[config.mk]
export PLATFORM = sky130hd
export DESIGN_NAME = falu_front
export DESIGN_NICKNAME = d
export VERILOG_FILES = /design/src/sv/falu_pkg.sv /design/src/sv/falu_front.sv
export SDC_FILE = /design/constraint.sdc
export NUM_CORES = 2
export LEC_CHECK = 0
export ABC_AREA = 1
export BUFFER_PORTS_ARGS = -buffer_cell sky130_fd_sc_hd__buf_4
export CORE_UTILIZATION = 29
export CTS_BUF_LIST = sky130_fd_sc_hd__clkbuf_16
export DETAILED_ROUTE_END_ITERATION = 6
export GPL_TIMING_DRIVEN = 0
export SLEW_MARGIN = 20
export SYNTH_ARGS = -nofsm -noshare
export SYNTH_HDL_FRONTEND = slang
export SYNTH_SLANG_ARGS = --single-unit
[constraint.sdc]
create_clock -name i_clk -period 7.9 [get_ports i_clk]
set_input_delay 0.395 -clock i_clk [delete_from_list [all_inputs] [get_ports i_clk]]
set_output_delay 0.395 -clock i_clk [all_outputs]
set_load 0.1 [all_outputs]
[src/sv/falu_pkg.sv]
`timescale 1ns / 1ps
package falu_pkg;

    // opcodes
    localparam logic [3:0] OP_ADD  = 4'd0;
    localparam logic [3:0] OP_SUB  = 4'd1;
    localparam logic [3:0] OP_MUL  = 4'd2;
    localparam logic [3:0] OP_DIV  = 4'd3;
    localparam logic [3:0] OP_MIN  = 4'd4;
    localparam logic [3:0] OP_MAX  = 4'd5;
    localparam logic [3:0] OP_INC  = 4'd6;
    localparam logic [3:0] OP_DEC  = 4'd7;
    localparam logic [3:0] OP_I2F  = 4'd8;
    localparam logic [3:0] OP_F2I  = 4'd9;

    // status codes
    localparam logic [1:0] ST_OK   = 2'd0;
    localparam logic [1:0] ST_SAT  = 2'd1;
    localparam logic [1:0] ST_DZ   = 2'd2;

    // quotient register width, one sticky bit above it flags overflow
    localparam int QW = 35;

    typedef struct packed {
        logic [31:0] res;
        logic        sat;
    } t_sat;

    // item traveling down the divider chain
    typedef struct packed {
        logic [3:0]    op;
        logic [31:0]   res;
        logic [1:0]    status;
        logic          gt;
        logic          lt;
        logic          eq;
        logic          neg;
        logic          dz;
        logic [31:0]   den;
        logic [31:0]   rem;
        logic [QW-1:0] q;
        logic          ovf;
    } t_meta;

    // clamp to the 32-bit signed range
    function automatic t_sat sat32(input logic signed [64:0] v);
        t_sat s;
        if (v > 65'sh0_7FFF_FFFF) begin
            s.res = 32'h7FFF_FFFF;
            s.sat = 1'b1;
        end else if (v < -65'sh0_8000_0000) begin
            s.res = 32'h8000_0000;
            s.sat = 1'b1;
        end else begin
            s.res = v[31:0];
            s.sat = 1'b0;
        end
        return s;
    endfunction

endpackage

[src/sv/falu_front.sv]
`timescale 1ns / 1ps
module falu_front #(
    parameter int FRAC_BITS = 8,
    parameter int DW        = 33 + FRAC_BITS
) (
    input  logic                 i_clk,
    input  logic                 i_rst_n,
    input  logic                 i_en,
    input  logic                 i_valid,
    input  logic [3:0]           i_op,
    input  logic [31:0]          i_a,
    input  logic [31:0]          i_b,
    output logic                 o_valid,
    output falu_pkg::t_meta      o_meta,
    output logic [DW-1:0]        o_dvd
);
    import falu_pkg::*;

    logic               r_vld;
    logic [3:0]         r_op;
    logic signed [31:0] r_a;
    logic signed [31:0] r_b;
    logic signed [63:0] r_prod;

    // input register with the product
    always_ff @(posedge i_clk) begin
        if (!i_rst_n) begin
            r_vld <= 1'b0;
        end else if (i_en) begin
            r_vld <= i_valid;
        end
    end

    always_ff @(posedge i_clk) begin
        if (i_en) begin
            r_op   <= i_op;
            r_a    <= $signed(i_a);
            r_b    <= $signed(i_b);
            r_prod <= $signed(i_a) * $signed(i_b);
        end
    end

    logic signed [64:0] a65, b65, v;
    logic [63:0]        pmag;
    logic [63:0]        pm;
    logic [31:0]        amag;
    t_sat               s;

    // everything but the divide finishes here
    always_comb begin
        a65  = 65'(r_a);
        b65  = 65'(r_b);
        pmag = r_prod[63] ? 64'(-r_prod) : 64'(r_prod);
        pm   = (pmag + (64'd1 << (FRAC_BITS - 1))) >> FRAC_BITS;
        amag = r_a[31] ? 32'(-r_a) : 32'(r_a);
        v    = '0;
        case (r_op)
            OP_ADD:  v = a65 + b65;
            OP_SUB:  v = a65 - b65;
            OP_MUL:  v = r_prod[63] ? -$signed({1'b0, pm}) : $signed({1'b0, pm});
            OP_INC:  v = a65 + 65'sd1;
            OP_DEC:  v = a65 - 65'sd1;
            OP_I2F:  v = a65 <<< FRAC_BITS;
            default: v = '0;
        endcase
        s = sat32(v);

        o_meta.op     = r_op;
        o_meta.gt     = r_a > r_b;
        o_meta.lt     = r_a < r_b;
        o_meta.eq     = r_a == r_b;
        o_meta.res    = s.res;
        o_meta.status = s.sat ? ST_SAT : ST_OK;
        case (r_op)
            OP_MIN: begin
                o_meta.res    = (r_a < r_b) ? r_a : r_b;
                o_meta.status = ST_OK;
            end
            OP_MAX: begin
                o_meta.res    = (r_a > r_b) ? r_a : r_b;
                o_meta.status = ST_OK;
            end
            OP_F2I: begin
                o_meta.res    = 32'(r_a >>> FRAC_BITS);
                o_meta.status = ST_OK;
            end
            OP_ADD, OP_SUB, OP_MUL, OP_INC, OP_DEC, OP_I2F: ;
            default: begin
                o_meta.res    = '0;
                o_meta.status = ST_OK;
            end
        endcase

        // divider seed: dividend is 2*|a|*2^F
        o_meta.neg = r_a[31] ^ r_b[31];
        o_meta.dz  = (r_b == 32'sd0);
        o_meta.den = r_b[31] ? 32'(-r_b) : 32'(r_b);
        o_meta.rem = '0;
        o_meta.q   = '0;
        o_meta.ovf = 1'b0;
        o_dvd      = {amag, {FRAC_BITS{1'b0}}, 1'b0};
    end

    assign o_valid = r_vld;

endmodule

==> summary.md <==
| Metric | Value |
|---|---|
| Max-cap viol count | 0 |
| DR DRC count | 0 |
| Unique cell type count in the Yosys netlist | 62 |
| Core ar. | 0.195 sq mm |
| Clk buf depth | 2 |
| Via count | ~53,000 |
| CTS hold repair buffers | 0 |
| Cell area after layout | 0.0633 sq mm |
| Simple-Gate Fraction of Synth Area | 0.246 |
| Routability cong. | 1.03 |
| # setup viols final | 0 |
| Antenna viol nets, final | 0 |
| Worst setup path class | in2reg |
| Commonest non-fill, non-tap cell in the layout | nand2_1 |
| Adder-cell area share of the yosys netlist | 0.438 |
| Nets@finish | approximately 9,600 |
| Total track usage | 0.245 |
| Asr flop ratio synth | 0 |
| Synth Area in Compound Gates | 0.0704 |
| Placed cell area | 0.0618 sq mm |
| Die ar. | between 0.15 and 0.2 sq mm |
| Hold crit path type | in2reg |
| Slew @ Worst Pin | about 1200 ps |
| Synthesized instance count | about 7,900 |
| Synth Area per Inst | around 7.2 sq um |
| H-tree levels | 4 |
| Mux cell area share after synthesis | 0 |
| First-pass GRT wire length | around 350,000 um |
| Initial Utilization | 0.292 |
| Dpl cells | 10,741 |
| Final Hold Vio Count | 0 |
| Final min period | between 7000 and 8000 ps |
| CP most frequent cell | fa_1 |
| DPL Wire Length | around 210,000 um |
| Num rows | about 160 |
| Post-synth EDFFs | 132 |
| Final WL | 246,000 um |
| Initial antenna violation count | 19 |
| Synth Flop Type | edfxtp_1 |
| FMAX | roughly 0.13 GHz |
| Largest net degree at the start of global routing | about 100 |
| Clock sink total | 133 |
| Post-synth top area share | 0.382 |
| Vias/cell | just under 5 |
| Crit-path slowest cell | fa_1 |
| Post-Syn Area | between 0.05 and 0.06 sq mm |
| Overall die width | ~440 um |
| Clk_lat worst skew | about 500 ps |
| IO Port Bufs | about 180 |
| Worst EP arrival | 8030 ps |
| Post-synth top area cell | fa_1 |
| Die Ht | 445 um |
| Status | finished clean |
| Seq/Total Area, Yosys | 0.0701 |
| CP max stage delay | approximately 670 ps |
| Post-Synth XOR/XNOR Area | 0.0207 |
| Req. time, crit path | roughly 8000 ps |
| Congestion Overflow GR | 0 |
| Post-route clock period utilization | 0.985 |
| Largest family of logic cells by synthesized area | adder cells |
| CTS tree | yes |
| Clk root buf | clkbuf_16 |
| Clock transition at the registers of the reported paths | between 100 and 150 ps |
| Clock skew | 0 ps |
| Number of global-route vias before repair | between 50,000 and 60,000 |
| Initial DRT Pass Iterations | 6 |
| Number of DRC markers in iteration 0 | 4,685 |
| Largest cells by area after synthesis | fa_1, nand2_1, inv_1 |
| Syn-to-layout area delta | 11.4% |
| Max Slew Vio Count | 0 |
| Seq cells post-synth | 133 |
| CP Max Fanout | 10 |
| Yosys Warn Count | 0 |
| Most frequent cells in the layout | nand2_1, inv_1, fa_1, nor2_1, nand3_1 |
| WL/cell | between 20 and 25 um |
| Normalized max-slew margin | 0.195 |
| Worst setup EP type | flop |
| Startpoint types | input port |
| Io pins | ~260 |
| Fraction of final layout cells sized beyond drive strength 1 | 0.0944 |
| Inserted Clock Buffers | 17 |
| Final Non-Filler Cells | around 11,000 |
what timing repair did:
action                                 4_1_cts  5_1_grt
pin swaps                                    7        7
setup endpoints to repair                   32       46
endpoints found under the hold margin        0        0
buffers inserted                             7       19
resized for setup                          205      145
flip-flops by register name (all words and copies together) (netlist names):
signal	count
r_prod	64
r_a	32
r_b	32
o_valid	1
r_op	4
synthesized netlist by cell type, drive strengths merged, types with 2 or more instances:
cell type,n
o2111ai,10
clkinv,13
a41oi,2
nand4,77
inv,1840
xor2,102
a221oi,11
edfxtp,132
buf,117
nor3,48
nand3b,16
o31ai,7
a31oi,24
o21bai,7
nor4,15
o21ai,257
a21boi,14
a21oi,311
or2,38
nand2,2161
o211ai,11
nor2,588
xnor2,32
nand3,350
fa,1084
o22ai,9
a211oi,7
o32ai,2
o2111a,2
o221a,4
o221ai,7
o311ai,3
ha,254
o21a,19
clkbuf,267
and3,5
a21o,6
area by class of cell:
type	count	area, sq um
Fill cell	21049	132000
Multi-Input combinational cell	5566	44600
Inverter	1853	6960
Sequential cell	133	3980
Tap cell	2624	3280
Buffer	384	2170
Timing Repair Buffer	207	1680
Clock buffer	17	425
Clock inverter	15	188
Antenna cell	14	35.0
stage by stage:
stage                      util  setup slack [ps]  hold slack [ps]  setup TNS [ps]
final                     0.325               119              102               0
after global routing      0.325             -50.5             77.1            -132
after detailed placement  0.317             -2110              548          -40990
after floorplan               -              42.7              488               0
after global placement    0.317             -2070              521          -39950
after CTS                 0.323             -28.3             65.6           -28.3
layer usage:
| metal | track usage | vias to the layer above | wire length, um |
|---|---|---|---|
| met5 | 0 | - | 43 |
| met4 | 0.119 | 6 | 13800 |
| met3 | 0.0347 | 431 | 19000 |
| met2 | 0.397 | 2402 | 113000 |
| met1 | 0.322 | 26520 | 99800 |
| li1 | - | 23921 | - |
logic make-up (layout without fill, tap and decap cells):
family          count (synthesis)  count (layout)
simple gates                 3300            3300
buf+inv                      2237            2476
fa+ha+maj                    1338            1338
compound gates                716             716
xor+xnor                      134             134
flops                         133             133
other cells                     1              92
critical path: cells and delay by family:
kind | cells | cell delay (ps)
AOI/OAI and AO/OA | 8 | 1410
xor gates and xnor gates | 1 | 200
adders and majority gates | 9 | 4690
buffers and inverters | 7 | 820
and+or+nand+nor | 4 | 510
path summary, 6_finish.rpt:
kind,cells after the start,to,startpoint,slack (ps)
worst min-delay path,1,r_op[3]$_DFFE_PP_,i_op[3],100
worst max register to register,2,o_valid$_SDFFE_PN0P_,o_valid$_SDFFE_PN0P_,7240
worst min register to register,2,o_valid$_SDFFE_PN0P_,o_valid$_SDFFE_PN0P_,570
worst max-delay path,29,r_prod[62]$_DFFE_PP_,i_a[21],120
Power is left out: the tool's default activity adds up to more than one toggle a clock period on the data nets, which glitch-free logic cannot reach.
