### src/sv/falu_pkg.sv
`timescale 1ns / 1ps
package falu_pkg;

    // opcodes
    localparam logic [3:0] OP_ADD  = 4'd0;
    localparam logic [3:0] OP_SUB  = 4'd1;
    localparam logic [3:0] OP_MUL  = 4'd2;
    localparam logic [3:0] OP_DIV  = 4'd3;
    localparam logic [3:0] OP_MIN  = 4'd4;
    localparam logic [3:0] OP_MAX  = 4'd5;
    localparam logic [3:0] OP_INC  = 4'd6;
    localparam logic [3:0] OP_DEC  = 4'd7;
    localparam logic [3:0] OP_I2F  = 4'd8;
    localparam logic [3:0] OP_F2I  = 4'd9;

    // status codes
    localparam logic [1:0] ST_OK   = 2'd0;
    localparam logic [1:0] ST_SAT  = 2'd1;
    localparam logic [1:0] ST_DZ   = 2'd2;

    // quotient register width, one sticky bit above it flags overflow
    localparam int QW = 35;

    typedef struct packed {
        logic [31:0] res;
        logic        sat;
    } t_sat;

    // item traveling down the divider chain
    typedef struct packed {
        logic [3:0]    op;
        logic [31:0]   res;
        logic [1:0]    status;
        logic          gt;
        logic          lt;
        logic          eq;
        logic          neg;
        logic          dz;
        logic [31:0]   den;
        logic [31:0]   rem;
        logic [QW-1:0] q;
        logic          ovf;
    } t_meta;

    // clamp to the 32-bit signed range
    function automatic t_sat sat32(input logic signed [64:0] v);
        t_sat s;
        if (v > 65'sh0_7FFF_FFFF) begin
            s.res = 32'h7FFF_FFFF;
            s.sat = 1'b1;
        end else if (v < -65'sh0_8000_0000) begin
            s.res = 32'h8000_0000;
            s.sat = 1'b1;
        end else begin
            s.res = v[31:0];
            s.sat = 1'b0;
        end
        return s;
    endfunction

endpackage

### src/sv/falu_div_cell.sv
`timescale 1ns / 1ps
module falu_div_cell #(
    parameter int DW = 41
) (
    input  logic            i_clk,
    input  logic            i_rst_n,
    input  logic            i_en,
    input  logic            i_valid,
    input  falu_pkg::t_meta i_meta,
    input  logic [DW-1:0]   i_dvd,
    output logic            o_valid,
    output falu_pkg::t_meta o_meta,
    output logic [DW-1:0]   o_dvd
);
    import falu_pkg::*;

    logic          r_vld;
    t_meta         r_meta;
    logic [DW-1:0] r_dvd;
    t_meta         n_meta;
    logic [32:0]   trial;
    logic          qbit;

    // one restoring step: bring in the next dividend bit
    always_comb begin
        n_meta = i_meta;
        trial  = {i_meta.rem, i_dvd[DW-1]};
        qbit   = trial >= {1'b0, i_meta.den};
        n_meta.rem = qbit ? 32'(trial - {1'b0, i_meta.den}) : trial[31:0];
        n_meta.q   = {i_meta.q[QW-2:0], qbit};
        n_meta.ovf = i_meta.ovf | i_meta.q[QW-1];
    end

    always_ff @(posedge i_clk) begin
        if (!i_rst_n) begin
            r_vld <= 1'b0;
        end else if (i_en) begin
            r_vld <= i_valid;
        end
    end

    always_ff @(posedge i_clk) begin
        if (i_en) begin
            r_meta <= n_meta;
            r_dvd  <= i_dvd << 1;
        end
    end

    assign o_valid = r_vld;
    assign o_meta  = r_meta;
    assign o_dvd   = r_dvd;

endmodule

### config.mk
export PLATFORM = sky130hd
export DESIGN_NAME = falu_div_cell
export DESIGN_NICKNAME = d
export VERILOG_FILES = /design/src/sv/falu_pkg.sv /design/src/sv/falu_div_cell.sv
export SDC_FILE = /design/constraint.sdc
export NUM_CORES = 1
export LEC_CHECK = 0
export BUFFER_PORTS_ARGS = -buffer_cell sky130_fd_sc_hd__buf_2
export CAP_MARGIN = 20
export CORE_AREA = 2 2 147 149
export CTS_BUF_LIST = sky130_fd_sc_hd__clkbuf_8 sky130_fd_sc_hd__clkbuf_16
export DETAILED_ROUTE_END_ITERATION = 7
export DIE_AREA = 0 0 149 151
export PLACE_DENSITY = 0.67
export SYNTH_ARGS = -nofsm -noshare
export SYNTH_HDL_FRONTEND = slang
export SYNTH_SLANG_ARGS = --single-unit
### constraint.sdc
create_clock -name i_clk -period 7.9 [get_ports i_clk]
set_clock_uncertainty 0.2 [all_clocks]
set_input_delay 0.79 -clock i_clk [delete_from_list [all_inputs] [get_ports i_clk]]
set_output_delay 0.79 -clock i_clk [all_outputs]
set_load 0.03 [all_outputs]
==> results <==
- The run finished with clean final reports.
- The worst endpoint required time is 7.89 ns.
- The maximum fanout encountered on the critical timing path is 33.
- Synthesis produced around 530 cells.
- The area growth from synthesis to layout is 35.3%.
- For this design, the CTS-stage hold fixing added 0 buffers.
- The wire length of the first global-routing pass is 33,300 um.
- The number of setup buffers added after CTS is 0.
- The I/O pin count is approximately 370.
- Detailed placement finished with a half-perimeter wire length of 18,300 um.
- Among all cell types in the netlist, the one instantiated most often is sky130_fd_sc_hd__edfxtp_1.
- The biggest area consumer among synthesized cells is sky130_fd_sc_hd__edfxtp_1.
- The initial antenna violation count is 9.
- The final number of setup-violating endpoints is 0.
- For this run, the register share of the synthesized area comes to 0.711.
- The depth of the worst register-to-register path is 2.
- The maximum vdd ir drop is between 100 and 150 uV.
- The path category of the worst min-delay check is primary input to flop.
- The die is roughly 150 um tall.
- The number of instances resized during post-cts repair is 0.
- Counting the buffers created by CTS gives 17.
- The share of synthesized area in the top cell type comes to 0.709.
- Setup repair after global routing left no endpoint under its margin.
- The mapped cell area is approximately 7800 sq um.
- The region available for standard cell placement spans 20,800 sq um.
- The total count of max-transition violations in the final report came to 0.
- For this run, the top clock speed supported by timing is approximately 220 MHz.
- Port buffering added ~370 buffers.
- Headroom to the max-slew limit came out at 0.298.
- The number of global-route vias before repair is 5,554.
- The signal arrival time at the worst endpoint is ~4.5 ns.
- The critical path is of the primary input to flop type.
- The total die area is ~22,000 sq um.
- The library cell contributing the largest single delay on the critical path is sky130_fd_sc_hd__o31ai_4.
- CTS saw approximately 180 sinks.
- The maximum clock path buffer count is 2.
- Among all flip-flop cells after synthesis, the most frequent one is sky130_fd_sc_hd__edfxtp_1.
- Of the total power, registers draw 0.462.
- Clock latency on the worst-skew pair, taken at its later pin, is approximately 0.44 ns.
- The worst reg-to-reg setup slack is slightly above 7 ns.
- At the end of routability-driven placement, the weighted congestion stood at ~0.83.
- The share of total power dissipated in the clock network is 0.325.
- After detailed routing, the average wire length per cell comes to around 20 um.
- Counting instances in the post-synthesis netlist gives the leading cell types as sky130_fd_sc_hd__edfxtp_1, sky130_fd_sc_hd__a21oi_1, sky130_fd_sc_hd__inv_1, sky130_fd_sc_hd__nor2_1, sky130_fd_sc_hd__ha_1.
- The Yosys step of the flow raised 0 warnings.
- The worst register-to-register path ends at o_valid.
- Of the total power, the share spent switching nets is 0.317.
- The final critical-path required period is about 4.5 ns.
- STA classifies the critical path startpoint as a primary input.
- The critical path contains buffers and inverters numbering 3 combined.
- The routed layout has roughly 6,000 vias.
- Once detail routing completed, the nets flagged for antenna violations numbered 0.
- STA classifies the critical path endpoint as a flop.
- The ratio of final minimum period to clock period is 0.565.
- At the pin with the least slew margin, the transition time is roughly 1.1 ns.
- Yosys attributes the largest share of cell area to sky130_fd_sc_hd__edfxtp_1, sky130_fd_sc_hd__ha_1, sky130_fd_sc_hd__a21oi_1.
- The residual DRC count is 0.
- The total internal power is around 0.0018 W.
- Max-cap violations in this run came to 0.
- In the synthesized netlist the async set-or-reset flop fraction comes to 0.
- In this run, the number of DRC markers left after iteration 0 of detailed routing was ~350.
- Summed over all failing endpoints, the final setup total negative slack is 0 ns.
- Entering global routing, the biggest net connects roughly 130 pins.
- Clock-pin slew was measured on the worst setup and hold paths at roughly 0.08 ns.
- The family of cells with the greatest summed delay on the critical path is compound AO/OA/AOI/OAI gates.
- The mean cell area of the mapped netlist is 14.6 sq um.
- The TritonCTS clock tree is done.
- The relative contribution of combinational cells to total power is 0.213.
- The count of non-filler cells in the finished layout is between 1,000 and 1,500.
- Synthesis produced a netlist with a net count of roughly 750.
- Power spread over the standard cell area amounts to between 200 and 250 nW/um^2.
- For this run, the total global-route usage over all layers was measured as 0.204.
- The start of the worst register-to-register path is o_valid.
- The analysis attributes to net switching a power of around 0.00083 W.
- The final count of hold timing violations is 0.
- The clock tree synthesis step divided the H-tree into 4 levels.
- The total number of nets in the final design is between 1,000 and 1,500.
- The clock root buffer is sky130_fd_sc_hd__clkbuf_16.
- The initial core utilization is 0.372.
- The floorplan step set the die width to 149 um.
- The unique cell type count in the Yosys netlist is just under 50.
- The worst-case hold path end point is o_meta[20].
- The floorplan has 53 rows.
- The synthesized design contains 184 register bits.
- The fraction of layout instances using a drive strength above 1 is 0.453.
- For this run the aggregate overflow at the end of global routing stands at 0.
- The cell count after placement is roughly 1,200.
- In the routed layout, each cell is associated on average with a via count of ~4.9.
- Traced cell by cell, the critical path runs through buf_2 -> inv_1 -> ha_1 -> nand4_1 -> or4_1 -> a21oi_1 -> nor3_1 -> a211oi_2 -> o21ai_2 -> o31ai_4 -> buf_4 -> mux2_2.
- The number of flops mapped to enable cells by yosys is about 180.
- For this run, the detailed router's first-pass iteration total came to 5.
- Counting instances, the worst hold path has a depth of 1.
- The routed design has about 24,000 um of wire.
- In this run the most critical hold path is launched from i_meta[19].
- Summed over all cells, the static leakage comes to between 4 and 5 nW.
- The largest single stage delay on the critical path is between 0.8 and 0.9 ns.
[cell families after synthesis]
kind of cell,after synthesis,synth area share
multiplexers,13,0.0184
AND/OR/NAND/NOR,100,0.0600
adder cells (fa/ha/maj),33,0.0542
AO/OA/AOI/OAI,118,0.0949
buffers and inverters,56,0.0305
flip-flops,184,0.711
XOR/XNOR,27,0.0305
other,1,0.000483
[worst max path at each step]
stage,start,end,cells past startpoint
4_1_cts,i_meta[84],o_meta[42],12
2_1_floorplan,i_meta[75],o_meta[49],12
6_report,i_meta[84],o_meta[42],12
5_1_grt,i_meta[83],o_meta[43],12
3_3_place_gp,i_meta[86],o_meta[40],12
3_5_place_dp,i_meta[84],o_meta[42],12
[registers in the layout, indices dropped and copies added (netlist names)]
register / count
o_valid: 1
o_dvd: 40
o_meta: 143
[power by group through the flow]
stage | registers [W] | clock network [W] | logic [W]
final | 0.00120 | 0.000847 | 0.000555
after global routing | 0.00121 | 0.000896 | 0.000591
after CTS | 0.00120 | 0.000867 | 0.000560
after detailed placement | 0.00122 | 0 | 0.000556
after global placement | 0.00122 | 0 | 0.000553
after floorplan | 0.00141 | 0 | 0.000160
[layout by cell type (no fill, tap or decap), drive strengths merged, types with 3 or more instances in the layout]
cell type  Yosys  routed
a211oi         4       4
a21o          12      12
a21oi         54      54
a31oi          5       5
buf           12     372
clkbuf         6      18
clkinv         0       7
diode          0       7
edfxtp       183     183
ha            32      32
inv           38      45
mux2          10      10
mux2i          3       3
nand2         27      27
nand2b         4       4
nand3          8       8
nand4          7       7
nor2          36      36
nor2b          3       3
nor4           4       4
o211ai         4       4
o21a           6       6
o21ai         17      17
o21bai         3       3
xnor2         16      16
xor2          11      11
[through the flow]
step                      total power, W  hold WS (ns)  setup slack [ns]  area (sq um)   util
after floorplan                  0.00157         0.440              4.14          7760      -
after global placement           0.00177         0.325              3.05          9890  0.475
after detailed placement         0.00178         0.356              3.01          9890  0.475
after CTS                        0.00263         0.290              3.49         10500  0.503
after global routing             0.00270         0.294              3.24         10500  0.503
final                            0.00260         0.314              3.44         10500  0.504
[layout make-up]
class	instances	area (sq um)
flip-flops and latches	184	5520
repair buffers	373	1880
inverters	38	143
fillers	1882	10300
well taps	275	344
multi-input cells	292	2000
clock buffers	17	425
diodes	7	17.5
clock inverters	15	165
[worst reg2reg max path, delay by kind of cell (launching register included)]
family / cells / cell delay (ns)
flip-flops: 1 / 0.37
multiplexers: 1 / 0.09
AND/OR/NAND/NOR: 1 / 0.14
[routing by layer]
layer  GRT usage  up-vias  wire length (um)
li1            -     2742                 -
met1       0.241     2809              9170
met2       0.343      270             11900
met3      0.0714       42              2130
met4      0.0800        8               656
met5           0        -                58
Note: power is estimated with default switching activity, not from simulation.
