===== src/sv/falu_pkg.sv =====
`timescale 1ns / 1ps
package falu_pkg;

    // opcodes
    localparam logic [3:0] OP_ADD  = 4'd0;
    localparam logic [3:0] OP_SUB  = 4'd1;
    localparam logic [3:0] OP_MUL  = 4'd2;
    localparam logic [3:0] OP_DIV  = 4'd3;
    localparam logic [3:0] OP_MIN  = 4'd4;
    localparam logic [3:0] OP_MAX  = 4'd5;
    localparam logic [3:0] OP_INC  = 4'd6;
    localparam logic [3:0] OP_DEC  = 4'd7;
    localparam logic [3:0] OP_I2F  = 4'd8;
    localparam logic [3:0] OP_F2I  = 4'd9;

    // status codes
    localparam logic [1:0] ST_OK   = 2'd0;
    localparam logic [1:0] ST_SAT  = 2'd1;
    localparam logic [1:0] ST_DZ   = 2'd2;

    // quotient register width, one sticky bit above it flags overflow
    localparam int QW = 35;

    typedef struct packed {
        logic [31:0] res;
        logic        sat;
    } t_sat;

    // item traveling down the divider chain
    typedef struct packed {
        logic [3:0]    op;
        logic [31:0]   res;
        logic [1:0]    status;
        logic          gt;
        logic          lt;
        logic          eq;
        logic          neg;
        logic          dz;
        logic [31:0]   den;
        logic [31:0]   rem;
        logic [QW-1:0] q;
        logic          ovf;
    } t_meta;

    // clamp to the 32-bit signed range
    function automatic t_sat sat32(input logic signed [64:0] v);
        t_sat s;
        if (v > 65'sh0_7FFF_FFFF) begin
            s.res = 32'h7FFF_FFFF;
            s.sat = 1'b1;
        end else if (v < -65'sh0_8000_0000) begin
            s.res = 32'h8000_0000;
            s.sat = 1'b1;
        end else begin
            s.res = v[31:0];
            s.sat = 1'b0;
        end
        return s;
    endfunction

endpackage


===== src/sv/falu_back.sv =====
`timescale 1ns / 1ps
module falu_back (
    input  logic            i_clk,
    input  logic            i_rst_n,
    input  logic            i_en,
    input  logic            i_valid,
    input  falu_pkg::t_meta i_meta,
    output logic            o_valid,
    output logic [39:0]     o_data
);
    import falu_pkg::*;

    logic        r_vld;
    logic [39:0] r_data;
    logic [QW:0] m;
    t_sat        s;
    logic [31:0] res;
    logic [1:0]  st;

    // round the doubled quotient: (q + 1) / 2
    always_comb begin
        m   = ({1'b0, i_meta.q} + 1'b1) >> 1;
        s   = sat32(i_meta.neg ? -$signed(65'(m)) : $signed(65'(m)));
        res = i_meta.res;
        st  = i_meta.status;
        if (i_meta.op == OP_DIV) begin
            if (i_meta.dz) begin
                res = '0;
                st  = ST_DZ;
            end else if (i_meta.ovf) begin
                res = i_meta.neg ? 32'h8000_0000 : 32'h7FFF_FFFF;
                st  = ST_SAT;
            end else begin
                res = s.res;
                st  = s.sat ? ST_SAT : ST_OK;
            end
        end
    end

    always_ff @(posedge i_clk) begin
        if (!i_rst_n) begin
            r_vld <= 1'b0;
        end else if (i_en) begin
            r_vld <= i_valid;
        end
    end

    always_ff @(posedge i_clk) begin
        if (i_en) begin
            r_data <= {3'b000, st, i_meta.eq, i_meta.lt, i_meta.gt, res};
        end
    end

    assign o_valid = r_vld;
    assign o_data  = r_data;

endmodule


===== config.mk =====
export PLATFORM = sky130hd
export DESIGN_NAME = falu_back
export DESIGN_NICKNAME = d
export VERILOG_FILES = /design/src/sv/falu_pkg.sv /design/src/sv/falu_back.sv
export SDC_FILE = /design/constraint.sdc
export NUM_CORES = 1
export LEC_CHECK = 0
export BUFFER_PORTS_ARGS = -buffer_cell sky130_fd_sc_hd__buf_2
export CAP_MARGIN = 20
export CORE_UTILIZATION = 43
export CTS_CLUSTER_DIAMETER = 120
export CTS_CLUSTER_SIZE = 28
export DETAILED_ROUTE_END_ITERATION = 12
export MAX_ROUTING_LAYER = met4
export PLACE_DENSITY_LB_ADDON = 0.15
export SYNTH_ARGS = -nofsm -noshare
export SYNTH_HDL_FRONTEND = slang
export SYNTH_SLANG_ARGS = --single-unit

===== constraint.sdc =====
create_clock -name i_clk -period 9.2 [get_ports i_clk]
set_input_delay 0.46 -clock i_clk [delete_from_list [all_inputs] [get_ports i_clk]]
set_output_delay 0.46 -clock i_clk [all_outputs]
set_load 0.1 [all_outputs]

==> results.md, run 1 <==
* Skew-Pair Late Insertion Delay at 0.28 ns
* Synth Warn # at 0
* Post-Syn Area at 3710 µm²
* P per Cell Area at 126 nW/µm²
* Critical path startpoint category: input pin
* Port buffer count at 120
* Worst slew pin tran at 1.06 ns
* Crit-path most repeated cell: or4_1
* WS Path Type: input pin to flop
* CP max-delay cell: a32o_1
* Global-route wire length before repair at 15000 µm
* Dpl hpwl at 7660 µm
* Seq/Total Area, Yosys at 0.305
* CTS tree: done
* CP top delay family: simple AND/OR/NAND/NOR gates
* Setup violators final at 0
* Period utilization at 0.577
* Register bit total from synthesis at 38
* Crit. Startpoint: i_meta[1]
* Largest net degree at the start of global routing at 41
* Chip Height at 94.9 µm
* First-pass DRT Iterations at 5
* Full die area at 9010 µm²
* Worst-path cell chain: buf_2 > ha_1 > nand4_1 > or4_1 > nor3_1 > a31oi_1 > or4_1 > o31ai_1 > inv_1 > nor4_1 > a32o_1 > a221o_1
* Clock Skew at 0 ns
* GPL Wtd Cong at 0.859
* Post-route ant nets at 0
* Root Buffer Master: clkbuf_8
* CP Data Required Time at 9.34 ns
* Max Cap Viol at 0
* Asr flop ratio synth at 0
* Total GRT Usage at 0.217
* Yosys cell types at 64
* CORE AREA at 8300 µm²
* Slew Viols, Final at 0
* Min-delay src: i_meta[103]
* Hold Path Class: input pin to flop
* RSZ-0062 raised after global routing: false
* Clk sink count at 38
* H-tree depth at 2
* CP Max Fanout at 31
* Top Ports at 188
* F_max at 188 MHz
* Number of synthesized flops with an enable pin at 37
* Total CTS buffers at 5
* Clk buf depth at 2
* CTS hold repair buffers at 0
* Arrival time at the worst endpoint at 5.45 ns
* CP endpoint kind: flop
* Crit-path max cell delay at 0.89 ns
* Clock-pin slew on the worst setup and hold paths at 0.07 ns
* Layout cell share with drive strength beyond 1 at 0.266
* Initial DRC Count at 195
* Worst reg2reg startpoint: o_valid
* Ant diodes at 0
* Cell count after synthesis at 424
* Rows at 33
* Endpoints failing hold at 0
* Total gr overflow at 0
* Fillers at 795
* Chip width at 94.9 µm
* Setup TNS at 0 ns
* WP buf/inv at 2
* Fin nets at 664
* Initial antenna violation count at 0
* Status: finished clean
* Post-DR wirelength/cell at 15.4 µm
* Predominant post-synthesis flop cell: edfxtp_1
* Post-Route WL at 9540 µm
* Vias at 3540
* Starting Density at 0.447
* Util after Layout at 0.523
* Min Tclk post-route at 5.31 ns
* Vias in the first global route at 3018
* Post-CTS resize count at 0
* Max IR drop VDD at 0.0000575 V
* Avg Cell Area, Syn at 8.75 µm²
* Remaining DRCs at 0
* Layout area overhead at 16.9%
* Max_slew headroom at 0.292
* P_leak at 1.59 nW
* Vias/cell at 5.70
* Setup bufs post-CTS at 0
==> cell usage after synthesis, types with 3 or more instances <==
| library cell | instances | area share |
|---|---|---|
| nor4_2 | 3 | 0.010 |
| a31oi_1 | 5 | 0.0084 |
| clkbuf_1 | 18 | 0.018 |
| buf_6 | 3 | 0.0091 |
| and3_1 | 7 | 0.012 |
| inv_1 | 8 | 0.0081 |
| buf_4 | 4 | 0.0081 |
| o211ai_1 | 3 | 0.0061 |
| xor2_1 | 22 | 0.052 |
| nor4_1 | 9 | 0.015 |
| buf_2 | 12 | 0.016 |
| edfxtp_1 | 37 | 0.30 |
| nor3_1 | 17 | 0.023 |
| mux2i_1 | 3 | 0.0081 |
| o21ai_0 | 21 | 0.028 |
| nor2_1 | 17 | 0.017 |
| nand3_1 | 25 | 0.034 |
| xnor2_1 | 46 | 0.11 |
| a221o_1 | 31 | 0.084 |
| nand2_1 | 35 | 0.035 |
| and4_1 | 3 | 0.0071 |
| or4_1 | 7 | 0.014 |
| a21oi_1 | 5 | 0.0067 |
| o21ai_1 | 3 | 0.0040 |
| or3_1 | 9 | 0.015 |
| nand4_1 | 15 | 0.025 |
| o31ai_1 | 7 | 0.014 |
| nand2b_1 | 5 | 0.0084 |
| a211oi_1 | 4 | 0.0081 |
==> final cells by class <==
type,instances,area [µm²],share of cell area
repair buffers,121,608,0.140
clock inverters,2,8.76,0.00202
inverters,9,33.8,0.00779
well taps,105,131,0.0303
multi-input cells,340,2350,0.542
clock buffers,6,72.6,0.0167
flip-flops and latches,38,1130,0.261
==> layout by cell type, fill, tap and decap left out, drive strengths merged, types with 9 or more instances in the layout <==
master    n
edfxtp   37
xor2     22
buf     121
a221o    31
nor4     12
nand4    16
nand2    35
nand3    25
nor2     17
xnor2    46
nor3     17
inv       9
or3      10
o21ai    24
==> sequential cells by signal, summed over array words and instances, names as in the netlist <==
register and count:
o_data 37, o_valid 1
==> worst register-to-register path, stage by stage (launching register included) <==
cell and delay [ns]:
dfxtp_1 0.31, mux2i_1 0.11, nor2b_1 0.06
==> stage by stage <==
stage | area (µm²) | total power, mW | hold slack (ns) | worst slack (ns) | instances
6_report | 4340 | 0.545 | 0.352 | 3.89 | 621
5_1_grt | 4340 | 0.572 | 0.340 | 3.54 | 621
4_1_cts | 4340 | 0.547 | 0.349 | 3.96 | 621
3_5_place_dp | 4260 | 0.445 | 0.505 | 3.67 | 613
3_3_place_gp | 4260 | 0.443 | 0.493 | 3.79 | 613
2_1_floorplan | 3720 | 0.396 | 0.559 | 4.93 | 426
==> cells by family after synthesis <==
kind of cell               share of synthesized area
and+or+nand+nor                                0.241
adders and majority gates                    0.00674
muxes                                         0.0111
xor gates and xnor gates                       0.160
AOI/OAI and AO/OA                              0.211
other                                        0.00101
buffers and inverters                         0.0630
DFF                                            0.305
==> power by group <==
part	switching (mW)	leakage (nW)	total (mW)	internal, mW
logic	0.176	1.18	0.231	0.0553
registers	0.00344	0.370	0.211	0.207
clock network	0.0518	0.0426	0.104	0.0520
==> final timing paths <==
path                end  cells past startpoint  slack (ns)
max reg2reg     o_valid                      2        8.62
min reg2reg     o_valid                      2        0.51
max          o_data[24]                     12        3.89
min          o_data[33]                      1        0.35
==> metal layers <==
layer | vias to the layer above | wire (µm) | track usage
met5 | - | 0 | -
met4 | 0 | 76 | 0.0417
met3 | 6 | 649 | 0.0161
met2 | 135 | 4070 | 0.318
met1 | 1589 | 4750 | 0.327
li1 | 1810 | - | -
Power figures use the tool's default switching activity.
==> inputs of run 2 (changes only) <==
- ABC_AREA: not set -> 1
- clock period: 9.2 -> 5.2 ns (I/O delays scaled with it)
==> results.md, run 2 <==
* Total gr overflow at 0
* Vias at 4362
* Starting Density at 0.445
* Crit-path most repeated cell: nand2_1
* Ranking of synthesized cells by area: nand2_1 31%, edfxtp_1 27%, nor2_1 7.9%
* Global-route wire length before repair at 17300 µm
* Max Cap Viol at 0
* P_leak at 2.41 nW
* Vias/cell at 4.68
* WS Path Type: input pin to flop
* Fin nets at 952
* Yosys cell types at 34
* First-pass DRT Iterations at 4
* Largest net degree at the start of global routing at 40
* Min-delay src: i_meta[102]
* F_max at 308 MHz
* CP Data Required Time at 5.23 ns
* Crit-path max cell delay at 0.55 ns
* Endpoints failing hold at 0
* Clock-pin slew on the worst setup and hold paths at 0.07 ns
* Remaining DRCs at 0
* Layout area overhead at 17.9%
* Initial antenna violation count at 0
* Post-Syn Area at 4130 µm²
* Chip width at 100 µm
* Synth Warn # at 0
* Post-DR wirelength/cell at 11.3 µm
* Clk sink count at 38
* Commonest cells in the netlist: 342 x nand2_1, 87 x nor2_1, 59 x inv_1
* Arrival time at the worst endpoint at 3.27 ns
* Period utilization at 0.624
* Dpl hpwl at 8740 µm
* Vias in the first global route at 3900
* Seq/Total Area, Yosys at 0.274
* P per Cell Area at 206 nW/µm²
* Max IR drop VDD at 0.000123 V
* Avg Cell Area, Syn at 5.98 µm²
* Top Ports at 188
* Rows at 35
* Dominant cell by count in the synthesized netlist: nand2_1
* Min Tclk post-route at 3.24 ns
* Leading cell type in the layout, fill and taps excluded: nand2_1
* Worst reg2reg startpoint: o_valid
* Predominant post-synthesis flop cell: edfxtp_1
* Register bit total from synthesis at 38
* Total GRT Usage at 0.217
* CTS tree: done
* Hold path depth at 1
* Pre-CTS setup slack at 1.66 ns
* Setup TNS at 0 ns
* Skew-Pair Late Insertion Delay at 0.28 ns
* RSZ-0062 raised after global routing: false
* Hold Path Class: input pin to flop
* Ant diodes at 0
* Clock Skew at 0 ns
* Post-Route WL at 10500 µm
* Max_slew headroom at 0.386
* Initial DRC Count at 147
* Number of synthesized flops with an enable pin at 37
* Critical path startpoint category: input pin
* Crit. Startpoint: i_meta[2]
* Max reg flops at 37
* Layout cell share with drive strength beyond 1 at 0.198
* Status: finished clean
* Post-route ant nets at 0
* Cell count after synthesis at 691
* R2r worst-path depth at 2
* Post-CTS resize count at 0
* Setup bufs post-CTS at 0
* CP Max Fanout at 32
* CTS hold repair buffers at 0
* Clk buf depth at 2
* Slew Viols, Final at 0
* Setup violators final at 0
* CP endpoint kind: flop
* Post-synth top area share at 0.311
* Chip Height at 100 µm
* Min setup slack post-route at 1.96 ns
* CP max-delay cell: a21oi_4
* Full die area at 10000 µm²
* CORE AREA at 9280 µm²
* Port buffer count at 120
* Root Buffer Master: clkbuf_8
* GPL Wtd Cong at 0.875
* Worst slew pin tran at 0.916 ns
* Cell taking the most area after synthesis: nand2_1
* Most frequent cells in the layout: 342 x nand2_1, 120 x buf_2, 87 x nor2_1
* Worst-path cell chain: buf_2 > ha_1 > nand2_1 > nor2_2 > nand2_1 > nor2_2 > nand2_1 > nand2_1 > nand2_1 > nor2_1 > nand2_1 > nor2_1 > nand3_1 > nor2_1 > nor2_1 > nor2_2 > nand3_2 > a21oi_4 > nand2_1 > nand2_1 > nand2_1
* Asr flop ratio synth at 0
* Total CTS buffers at 5
* H-tree depth at 2
==> run 2: cell types whose count changed after synthesis, moves of 9 or more <==
cell	before	now
xnor2_1	46	17
nand2_1	35	342
nor3_1	17	4
or3_1	9	0
nor2_1	17	87
a221o_1	31	0
clkbuf_1	18	6
buf_2	12	3
inv_1	8	59
nand3b_1	0	14
nand4_1	15	5
==> run 2: kinds of logic after synthesis <==
family | share of synthesized area
other | 0.000908
flip-flops | 0.274
buffers and inverters | 0.0891
AND/OR/NAND/NOR | 0.518
XOR/XNOR | 0.0679
adder cells (fa/ha/maj) | 0.00606
AO/OA/AOI/OAI | 0.0439
==> run 2: critical path: cells and delay by family <==
family,cells,cell delay [ns]
AND/OR/NAND/NOR,18,2.15
buffers and inverters,1,0.10
AO/OA/AOI/OAI,1,0.55
adder cells (fa/ha/maj),1,0.19
==> run 2: power by group <==
| part | switching, mW | internal [mW] | total (mW) |
|---|---|---|---|
| combinational | 0.338 | 0.0958 | 0.434 |
| sequential | 0.00543 | 0.366 | 0.371 |
| clock | 0.0925 | 0.107 | 0.199 |
| total | 0.436 | 0.568 | 1.00 |
==> run 2: stage by stage <==
stage                     hold WS, ns  area [µm²]  power [mW]  utilization  cells
after global routing            0.144        4870        1.06        0.525    933
final                           0.156        4870        1.00        0.525    933
after CTS                       0.145        4860        1.01        0.523    932
after floorplan                 0.353        4140       0.725            -    693
after global placement          0.439        4760       0.807        0.513    924
after detailed placement        0.440        4760       0.811        0.513    924
==> run 2: path summary, 6_finish.rpt <==
path	end	slack, ns
min reg2reg	o_valid	0.55
min	o_data[34]	0.16
max	o_data[13]	1.96
max reg2reg	o_valid	4.54
==> run 2: metal layers <==
metal	wire [µm]	track usage	up-vias
met1	5150	0.284	1877
met3	503	0.0167	4
met5	0	-	-
met2	4800	0.368	117
met4	56	0.0491	0
li1	-	-	2364
==> run 2: final cells by class <==
class | instances | area, µm²
clock buffers | 7 | 86.3
clock inverters | 1 | 5.00
fillers | 998 | 4410
inverters | 61 | 229
multi-input cells | 576 | 2640
flip-flops and latches | 38 | 1130
well taps | 129 | 161
repair buffers | 121 | 616
==> inputs of run 3 (changes only) <==
- clock period: 5.2 -> 3.2 ns (I/O delays scaled with it)
==> results.md, run 3 (synthesis gave the netlist of run 2 again) <==
* Status: finished clean
* Chip width at 100 µm
* CP Max Fanout at 32
* Largest net degree at the start of global routing at 40
* Clock Skew at 0 ns
* Area of the multi-input gates at 2640 µm²
* F_max at 360 MHz
* Max_slew headroom at 0.470
* Critical path startpoint category: input pin
* P per Cell Area at 364 nW/µm²
* Period utilization at 0.869
* Arrival time at the worst endpoint at 2.81 ns
* Layout area overhead at 20.2%
* Fin nets at 957
* Max IR drop VDD at 0.000255 V
* Slew Viols, Final at 0
* Initial antenna violation count at 0
* Total GRT Usage at 0.229
* First-pass DRT Iterations at 6
* Post-DR wirelength/cell at 11.5 µm
* Vias/cell at 4.68
* Skew-Pair Late Insertion Delay at 0.28 ns
* Root Buffer Master: clkbuf_8
* Vias at 4394
* CP Data Required Time at 3.23 ns
* Worst slew pin tran at 0.796 ns
* Layout cell share with drive strength beyond 1 at 0.204
* Port buffer count at 120
* Chip Height at 100 µm
* Power, Total at 1.81 mW
* GRT busiest layer: met2
* Most frequent cells in the layout: 342 x nand2_1, 120 x buf_2, 87 x nor2_1
* Vias in the first global route at 4037
* M1 GR Usage at 0.288
* CTS tree: done
* Clk sink count at 38
* CORE AREA at 9280 µm²
* Fillers at 1012
* Full die area at 10000 µm²
* Ant diodes at 0
* Met2 GRT Util at 0.405
* Leading cell type in the layout, fill and taps excluded: nand2_1
* Total gr overflow at 0
* Dpl cell area at 4820 µm²
* Pre-CTS setup slack at 0.116 ns
* Initial DRC Count at 164
* FF-to-FF setup slack at 2.55 ns
* Post-route ant nets at 0
* Max Cap Viol at 0
* Global-route wire length before repair at 18100 µm
* Dpl hpwl at 9080 µm
* Top Ports at 188
* Clock-pin slew on the worst setup and hold paths at 0.07 ns
* Min Tclk post-route at 2.78 ns
* P_leak at 2.46 nW
* Setup violators final at 0
* Rows at 35
* Met3 usage at 0.0174
* Setup TNS at 0 ns
* RSZ-0062 raised after global routing: false
* WS Path Type: input pin to flop
* Max reg flops at 37
* Remaining DRCs at 0
* Endpoints failing hold at 0
* Min setup slack post-route at 0.421 ns
* Total CTS buffers at 5
* CTS hold repair buffers at 0
* Clk buf depth at 2
* Post-Route WL at 10800 µm
* Starting Density at 0.445
* GPL Wtd Cong at 0.849
* CP endpoint kind: flop
* Setup bufs post-CTS at 0
* Fin area at 4960 µm²
* Reg area at 1130 µm²
* Hold Path Class: input pin to flop
* Post-CTS resize count at 0
* H-tree depth at 2
==> run 3: changes by cell type in the layout (fill, tap and decap cells not counted) <==
cell / change
buf_8: -1
buf_4: +5
buf_12: +1
clkinv_2: -1
bufinv_16: +2
clkbuf_1: -1
==> run 3: path summary, 6_finish.rpt <==
path	start	to	depth (start not counted)
worst max-delay path	i_meta[1]	o_data[4]	22
worst min-delay path	i_meta[103]	o_data[33]	1
worst max register to register	o_valid	o_valid	2
worst min register to register	o_valid	o_valid	2
==> run 3: final cells by class <==
type                    instances  share of cell area
inverters                      61              0.0461
well taps                     129              0.0325
flip-flops and latches         38               0.228
clock buffers                   6              0.0166
clock inverters                 2              0.0121
multi-input cells             576               0.532
repair buffers                126               0.133
==> run 3: per-layer routing <==
layer,part of all wire,wire length [µm]
met1,0.48,5210
met2,0.46,4960
met3,0.050,544
met4,0.010,112
met5,0,0
==> run 3: critical path: stages <==
cell and delay, ns:
buf_2 0.11, ha_1 0.23, xnor2_1 0.29, ha_1 0.23
nand3_1 0.08, nor2_1 0.13, nand2_1 0.12, nor2_1 0.13
nand2_1 0.10, nor2_1 0.11, nand2_1 0.08, nand2_1 0.12
nand3_1 0.09, nand2_1 0.10, nand2_1 0.05, inv_1 0.06
nand3_2 0.07, a21oi_4 0.16, buf_12 0.18, nand2_1 0.06
nand2_1 0.06, nand2_1 0.06
==> run 3: metrics by stage <==
stage	util	instances	hold slack [ns]
after floorplan	-	693	0.253
after global placement	0.519	930	0.339
after CTS	0.535	938	0.0444
after global routing	0.535	938	0.0389
final	0.535	938	0.0538
after detailed placement	0.519	930	0.345
==> run 3: power breakdown <==
group          switching, mW  internal, mW
Sequential           0.00985         0.594
Combinational          0.552         0.159
Clock                  0.159         0.332
